## config.mk

```make
export PLATFORM = sky130hd
export DESIGN_NAME = nicv_ctrl
export DESIGN_NICKNAME = d
export VERILOG_FILES = /design/src/rtl/nicv_pkg.sv /design/src/rtl/nicv_ctrl.sv
export VERILOG_INCLUDE_DIRS = /design/src /design/src/rtl
export SDC_FILE = /design/constraint.sdc
export NUM_CORES = 1
export LEC_CHECK = 0
export BUFFER_PORTS_ARGS = -buffer_cell sky130_fd_sc_hd__buf_4
export CAP_MARGIN = 10
export CORE_AREA = 4 4 41 43
export DETAILED_ROUTE_END_ITERATION = 6
export DIE_AREA = 0 0 45 47
export GPL_TIMING_DRIVEN = 0
export PLACE_DENSITY_LB_ADDON = 0.12
export REMOVE_ABC_BUFFERS = 1
export SYNTH_ARGS = -nofsm -noshare
export SYNTH_HDL_FRONTEND = slang
export SYNTH_SLANG_ARGS = --single-unit
export TNS_END_PERCENT = 50
```

## constraint.sdc

```tcl
create_clock -name i_clk -period 3.3 [get_ports i_clk]
set_clock_uncertainty 0.15 [all_clocks]
set_input_delay 0.495 -clock i_clk [delete_from_list [all_inputs] [get_ports i_clk]]
set_output_delay 0.495 -clock i_clk [all_outputs]
set_load 0.01 [all_outputs]
```

## src/rtl/nicv_leakage_locator_macros.svh

```systemverilog
// Assertion macros for the leakage locator RTL.
// Uses the i_clk / i_rst_n names of the including module; no other dependencies.
`ifndef NICV_LEAKAGE_LOCATOR_MACROS_SVH
`define NICV_LEAKAGE_LOCATOR_MACROS_SVH

// expression holds on every clock edge out of reset
`define NICV_ASSERT_ALWAYS(lbl, expr) \
    lbl: assert property (@(posedge i_clk) disable iff (!i_rst_n) (expr)) \
        else $error("nicv: invariant violated");

// consequence holds in the same cycle as the trigger
`define NICV_ASSERT_IMP(lbl, ante, cons) \
    lbl: assert property (@(posedge i_clk) disable iff (!i_rst_n) (ante) |-> (cons)) \
        else $error("nicv: implication violated");

// consequence holds in the cycle after the trigger
`define NICV_ASSERT_NXT(lbl, ante, cons) \
    lbl: assert property (@(posedge i_clk) disable iff (!i_rst_n) (ante) |=> (cons)) \
        else $error("nicv: next-cycle implication violated");

`endif

```

## src/rtl/nicv_pkg.sv

```systemverilog
// Shared constants, state encoding and controller/datapath command and status types.
// No dependencies.
package nicv_pkg;

    localparam int POINTS    = 256;
    localparam int CLASSES   = 256;
    localparam int POINT_W   = $clog2(POINTS);
    localparam int CLASS_W   = $clog2(CLASSES);
    localparam int ADDR_W    = CLASS_W + POINT_W;
    localparam int LIMIT_W   = 9;
    localparam int SAMPLE_W  = 16;
    localparam int SUM_W     = 48;
    localparam int CNT_W     = 32;
    localparam int MEAN_W    = 24;
    localparam int DEV_W     = 64;
    localparam int RATIO_W   = 24;
    localparam int K_W       = CLASS_W + 1;
    localparam int S1_W      = 32;
    localparam int S2_W      = 55;
    localparam int STEP_W    = 7;

    localparam logic signed [MEAN_W-1:0] MEAN_MAX  = 24'sh7FFFFF;
    localparam logic signed [MEAN_W-1:0] MEAN_MIN  = 24'sh800000;
    localparam logic [RATIO_W-1:0]       RATIO_MAX = 24'hFFFFFF;

    typedef enum logic [4:0] {
        ST_CLEAR, ST_IDLE, ST_READ, ST_UPD, ST_MEAN, ST_MEANW, ST_SQ, ST_DEVW,
        ST_WALK, ST_DRAIN, ST_NUM, ST_VGO, ST_VDIV, ST_CHK, ST_QDIV, ST_SQRT,
        ST_DONE
    } t_state;

    typedef struct packed {
        logic clr_wr;
        logic accept;
        logic upd;
        logic mean_go;
        logic mean_cap;
        logic sq;
        logic dev_wr;
        logic walk_rd;
        logic num;
        logic vdiv_go;
        logic var_cap;
        logic chk;
        logic qdiv_go;
        logic sqrt_go;
        logic root_cap;
        logic out_load;
    } t_cmd;

    typedef struct packed {
        logic clr_last;
        logic walk_last;
        logic pipe_empty;
        logic mean_vld;
        logic sdiv_done;
        logic sqrt_done;
        logic dev_zero;
        logic var_sat;
        logic out_free;
    } t_sts;

endpackage

```

## src/rtl/nicv_ctrl.sv

```systemverilog
// Controller state machine sequencing one sample through the datapath.
// Depends on nicv_pkg and the assertion macros.
`include "nicv_leakage_locator_macros.svh"

module nicv_ctrl (
    input  logic            i_clk,
    input  logic            i_rst_n,
    input  logic            i_valid,
    input  nicv_pkg::t_sts  i_sts,
    output nicv_pkg::t_cmd  o_cmd,
    output logic            o_stall
);
    import nicv_pkg::*;

    t_state r_state;
    t_state n_state;

    always_ff @(posedge i_clk) begin
        if (!i_rst_n) begin
            r_state <= ST_CLEAR;
        end else begin
            r_state <= n_state;
        end
    end

    // next state
    always_comb begin
        n_state = r_state;
        unique case (r_state)
            ST_CLEAR: if (i_sts.clr_last)   n_state = ST_IDLE;
            ST_IDLE:  if (i_valid)          n_state = ST_READ;
            ST_READ:                        n_state = ST_UPD;
            ST_UPD:                         n_state = ST_MEAN;
            ST_MEAN:                        n_state = ST_MEANW;
            ST_MEANW: if (i_sts.mean_vld)   n_state = ST_SQ;
            ST_SQ:                          n_state = ST_DEVW;
            ST_DEVW:                        n_state = ST_WALK;
            ST_WALK:  if (i_sts.walk_last)  n_state = ST_DRAIN;
            ST_DRAIN: if (i_sts.pipe_empty) n_state = ST_NUM;
            ST_NUM:                         n_state = ST_VGO;
            ST_VGO:                         n_state = ST_VDIV;
            ST_VDIV:  if (i_sts.sdiv_done)  n_state = ST_CHK;
            ST_CHK: begin
                if (i_sts.dev_zero || i_sts.var_sat) begin
                    n_state = ST_DONE;
                end else begin
                    n_state = ST_QDIV;
                end
            end
            ST_QDIV:  if (i_sts.sdiv_done)  n_state = ST_SQRT;
            ST_SQRT:  if (i_sts.sqrt_done)  n_state = ST_DONE;
            ST_DONE:  if (i_sts.out_free)   n_state = ST_IDLE;
            default:                        n_state = ST_CLEAR;
        endcase
    end

    // commands
    always_comb begin
        o_cmd   = '0;
        o_stall = 1'b1;
        unique case (r_state)
            ST_CLEAR: o_cmd.clr_wr = 1'b1;
            ST_IDLE: begin
                o_stall      = 1'b0;
                o_cmd.accept = i_valid;
            end
            ST_READ:  ;
            ST_UPD:   o_cmd.upd = 1'b1;
            ST_MEAN:  o_cmd.mean_go = 1'b1;
            ST_MEANW: o_cmd.mean_cap = 1'b1;
            ST_SQ:    o_cmd.sq = 1'b1;
            ST_DEVW:  o_cmd.dev_wr = 1'b1;
            ST_WALK:  o_cmd.walk_rd = 1'b1;
            ST_DRAIN: ;
            ST_NUM:   o_cmd.num = 1'b1;
            ST_VGO:   o_cmd.vdiv_go = 1'b1;
            ST_VDIV:  o_cmd.var_cap = i_sts.sdiv_done;
            ST_CHK: begin
                o_cmd.chk     = 1'b1;
                o_cmd.qdiv_go = !(i_sts.dev_zero || i_sts.var_sat);
            end
            ST_QDIV:  o_cmd.sqrt_go = i_sts.sdiv_done;
            ST_SQRT:  o_cmd.root_cap = i_sts.sqrt_done;
            ST_DONE:  o_cmd.out_load = i_sts.out_free;
            default:  ;
        endcase
    end

    `NICV_ASSERT_NXT(a_done_leaves, r_state == ST_DONE && i_sts.out_free, r_state == ST_IDLE)

endmodule

```

# Word level (Yosys, flattened, before mapping)

Cells that the tools add are included.

RAM bits: 0
Flip-flop bits (word level): 5
Memories kept: 0
Bits in read-only memories: 0
Latch bits: 0
Word-level logic and storage cells: 57

Div/mod/pow operators: 0
Shift-type cells: 0
Add/sub/neg operators: 0
Reduce and logical (&&, ||, !) cells: 4
Muxes and demuxes: 27
Multipliers: 0
Order comparisons: 0
Equal/unequal tests: 25
Bitwise gates (word level): 0

Operators by type and width:

| operator                                       | count |
|---|---|
| case mux 5 bit (17 select lines)               | 1 |
| two-way mux 5 bit                              | 10 |
| == test 5 x 4 -> 1 bit (second input constant) | 8 |
| == test 5 x 3 -> 1 bit (second input constant) | 4 |
| inequality test 2 bit (second input constant)  | 9 |
| two-way mux 1 bit                              | 15 |
| == test 5 x 2 -> 1 bit (second input constant) | 2 |
| AND reduction 9 bit                            | 1 |
| == test 5 x 1 -> 1 bit (second input constant) | 1 |
| == test 5 bit (second input constant)          | 1 |
| zero test 5 bit                                | 1 |
| two-way mux 2 bit                              | 1 |
| zero test 1 bit                                | 1 |
| logical OR 1 bit                               | 1 |

# Logic depth before layout (Yosys ltp)

Word-level depth: 3
Mapped depth: 6
Mapped depth without buffers: 4

# Worst setup path after synthesis

No wires, ideal clock.

Path type: reg-to-output
From: reg r_state[0]
To: out o_cmd[0] (netlist name)
Data arrival time: 1237 ps
Stages on the path, launching flop included: 5
Data required time: 2655 ps
Slack: 1418 ps
Cells stage by stage: dfxtp_1 -> clkbuf_2 -> or3_1 -> nor3b_1 -> and2_1

RTL lines:

| what                   | RTL line        | source |
|---|---|---|
| from (decl)            | nicv_ctrl.sv:15 | `t_state r_state;` |
| from (signal assigned) | nicv_ctrl.sv:22 | `r_state <= n_state;` |
| to (decl)              | nicv_ctrl.sv:10 | `output nicv_pkg::t_cmd o_cmd,` |

==> results.yml <==
status:
  outcome: "finished clean"
cts:
  cts_tree: "built"
  cts.sinks: 5
  post_cts_hold_buffer_count: 0
  post_cts_setup_buffer_count: 0
  max-clock-path-buffers: 2
  cts_made_buffers: 3
  cts.root.buffer_cell: "sky130_fd_sc_hd__clkbuf_4"
  h-tree-depth: 1
  clock_latency_ns: 0.24
  post_cts_resized: 0
  path_clk_slew_ns: 0.04
sta:
  slew-limit-headroom_pct: 60.0
  setup_repair_after_global_routing_missed_its_margin: "false"
  finalHoldWorstSlack_ns: 0.402
  worst_pin_slew_ns: 0.599
  final.setup.tns_ns: 0
  maxClockFrequency_mhz: 421
  maxSlewViolCount: 0
  timing.final.crit_period_ns: 2.38
  hold_viol_final: 0
  setup_viol: 0
  timing.final.crit_share_pct: 72.0
  worst_case_setup_margin_in_the_final_layout_ns: 0.923
yosys:
  yosysWarnings: 0
  syn_avg_cell_area_um2: 7.16
  seq_cells_post_synth: 5
  top_cell_type_s_share_of_synthesized_area_pct: 17.5
  ys_seq_area_share_pct: 17.5
  yosys-top-cells-area: "sky130_fd_sc_hd__dfxtp_1 17%, sky130_fd_sc_hd__mux2i_1 8.7%, sky130_fd_sc_hd__nor2_1 7.2%"
  synthesized_cell_area_um2: 573
  ys_types: 33
  yosysTopAreaCell: "sky130_fd_sc_hd__dfxtp_1"
  post_synth_inst_count: 80
final_layout:
  postLayoutCoreUtil_pct: 60.3
  post_route_cells_drive_above_1_share_pct: 33.3
  layout.nets: 118
  finalInstanceArea_um2: 785
  largestRegisters: "r_state: 5 flops"
  num_antenna_cells: 0
  num-fill-cells: 146
  largest_register_ffs: 5
  layout-area-overhead-vs-synth_pct: 36.9
  max_flop_register: "r_state"
worst_setup_path:
  reg2regPathDepth: 4
  reg2reg_setup_slack_ns: 1.42
  regToRegStartpoint: "r_state[0]$_SDFFE_PN0P_"
  class_of_the_most_critical_setup_path: "reg -> out"
  cp.arrival_ns: 1.73
  crit_fanout: 18
  r2r_end: "r_state[0]$_SDFFE_PN0P_"
  timing.critical_path.to_type: "output port"
  worst_endpoint_required_time_ns: 2.65
  crit_path_start_kind: "flop"
hold_path:
  hold_path_startpoint: "i_sts[0]"
  timing.hold.worst_path_depth: 3
  hold_path_class: "in -> reg"
  hold_path_end: "r_state[4]$_SDFFE_PN0P_"
grt:
  grt_remaining_overflow: 0
  first_global_vias: 563
  grt_pass1_wl_um: 2440
  maximum_number_of_pins_on_one_net_before_global_route_repair: 20
  grt_util_all_layers_pct: 15.6
  grt_antenna_before_repair: 0
place:
  detailedPlacementHpwl_um: 1100
  placement.setup.worst_slack_ns: 1.20
  post_dp_cell_area_um2: 758
  port_buffers: 28
  finalWeightedCongestion: 0.745
power:
  cellPowerDensity_nw_per_um2: 523
  peakVddDrop_mv: 0.334
  leakagePower_uw: 0.000355
routing:
  detail_route.iter0.violations: 14
  avgViaCountPerCell: 5.36
  detail-route-antenna-nets: 0
  drt-pass1-iter-count: 4
  detail_route.wl_per_cell_um: 12.6
  via_count: 643
  wl_um: 1510
  detail_route.drc_violations: 0
floorplan:
  die-area_um2: 2120
  initial_core_util_pct: 44.0
  die_width_um: 45
  fp.coreArea_um2: 1300
  die_span_y_um: 47
  cell_rows: 13
  floorplan.io_pins: 29
job:
  max_cap_violations: 0
routing by layer:
layer  vias up  global-route usage [%]  wire (um)
li1        334                       -          -
met1       283                    21.2        670
met2        26                    22.9        653
met3         0                    6.51        182
met4         0                    3.51          0
met5         -                       0          0
area by class of cell:
| cell class | count | area, um^2 | area share (%) |
|---|---|---|---|
| repair buffers | 28 | 210 | 26.8 |
| clock buffers | 4 | 26.3 | 3.35 |
| well taps | 15 | 18.8 | 2.39 |
| multi-input cells | 66 | 422 | 53.7 |
| flip-flops and latches | 5 | 100 | 12.8 |
| inverters | 2 | 7.51 | 0.957 |
placed cells by master, fill, tap and decap left out, drive strengths merged, types with 2 or more instances in the layout:
| cell type | Yosys | final |
|---|---|---|
| buf | 4 | 28 |
| nor3 | 7 | 7 |
| clkbuf | 3 | 4 |
| nor2b | 4 | 4 |
| nor2 | 11 | 11 |
| dfxtp | 5 | 5 |
| nand2 | 10 | 10 |
| nand2b | 3 | 3 |
| or3 | 4 | 4 |
| inv | 2 | 2 |
| nand3 | 2 | 2 |
| nor3b | 3 | 3 |
| mux2i | 5 | 5 |
| o211ai | 3 | 3 |
how the worst max path moves through the flow:
stage,start,endpoint,cells past startpoint
floorplan,r_state[0]$_SDFFE_PN0P_,o_cmd[0],3
global placement,r_state[0]$_SDFFE_PN0P_,o_cmd[0],4
detailed placement,r_state[0]$_SDFFE_PN0P_,o_cmd[0],4
CTS,r_state[0]$_SDFFE_PN0P_,o_cmd[0],4
global route,r_state[0]$_SDFFE_PN0P_,o_cmd[0],4
finish,r_state[0]$_SDFFE_PN0P_,o_cmd[0],4
cell usage after synthesis, drive strengths merged:
| cell type | n |
|---|---|
| nor2 | 11 |
| nand2 | 10 |
| nor3 | 7 |
| dfxtp | 5 |
| mux2i | 5 |
| buf | 4 |
| nor2b | 4 |
| or3 | 4 |
| clkbuf | 3 |
| nand2b | 3 |
| nor3b | 3 |
| o211ai | 3 |
| inv | 2 |
| nand3 | 2 |
| a211o | 1 |
| a211oi | 1 |
| a21oi | 1 |
| a31oi | 1 |
| a32oi | 1 |
| a41oi | 1 |
| and2 | 1 |
| and3 | 1 |
| and4b | 1 |
| mux2 | 1 |
| nand3b | 1 |
| o21a | 1 |
| o21ai | 1 |
| o31ai | 1 |
worst max-delay path, stage by stage (launching register included):
cell                      delay (ns)
sky130_fd_sc_hd__dfxtp_1        0.48
sky130_fd_sc_hd__or3_1          0.48
sky130_fd_sc_hd__nor3b_1        0.27
sky130_fd_sc_hd__and2_1         0.16
sky130_fd_sc_hd__buf_4          0.11
power breakdown:
part	internal (uW)	switching (uW)	total, uW
Combinational	111	98.5	210
Clock	45.6	23.7	69.3
Sequential	74.0	56.9	131
through the flow:
| step | total power (uW) | std cells |
|---|---|---|
| floorplan | 262 | 73 |
| global placement | 340 | 116 |
| detailed placement | 342 | 116 |
| CTS | 415 | 120 |
| global route | 442 | 120 |
| finish | 410 | 120 |
logic make-up (layout without fill, tap and decap cells):
family | Yosys count | in the layout | synth area share, %
AO/OA/AOI/OAI | 12 | 12 | 18.6
buffers and inverters | 9 | 34 | 8.95
flip-flops | 5 | 5 | 17.5
multiplexers | 6 | 6 | 11.4
AND/OR/NAND/NOR | 48 | 48 | 43.7
(Power assumes the default switching activity.)
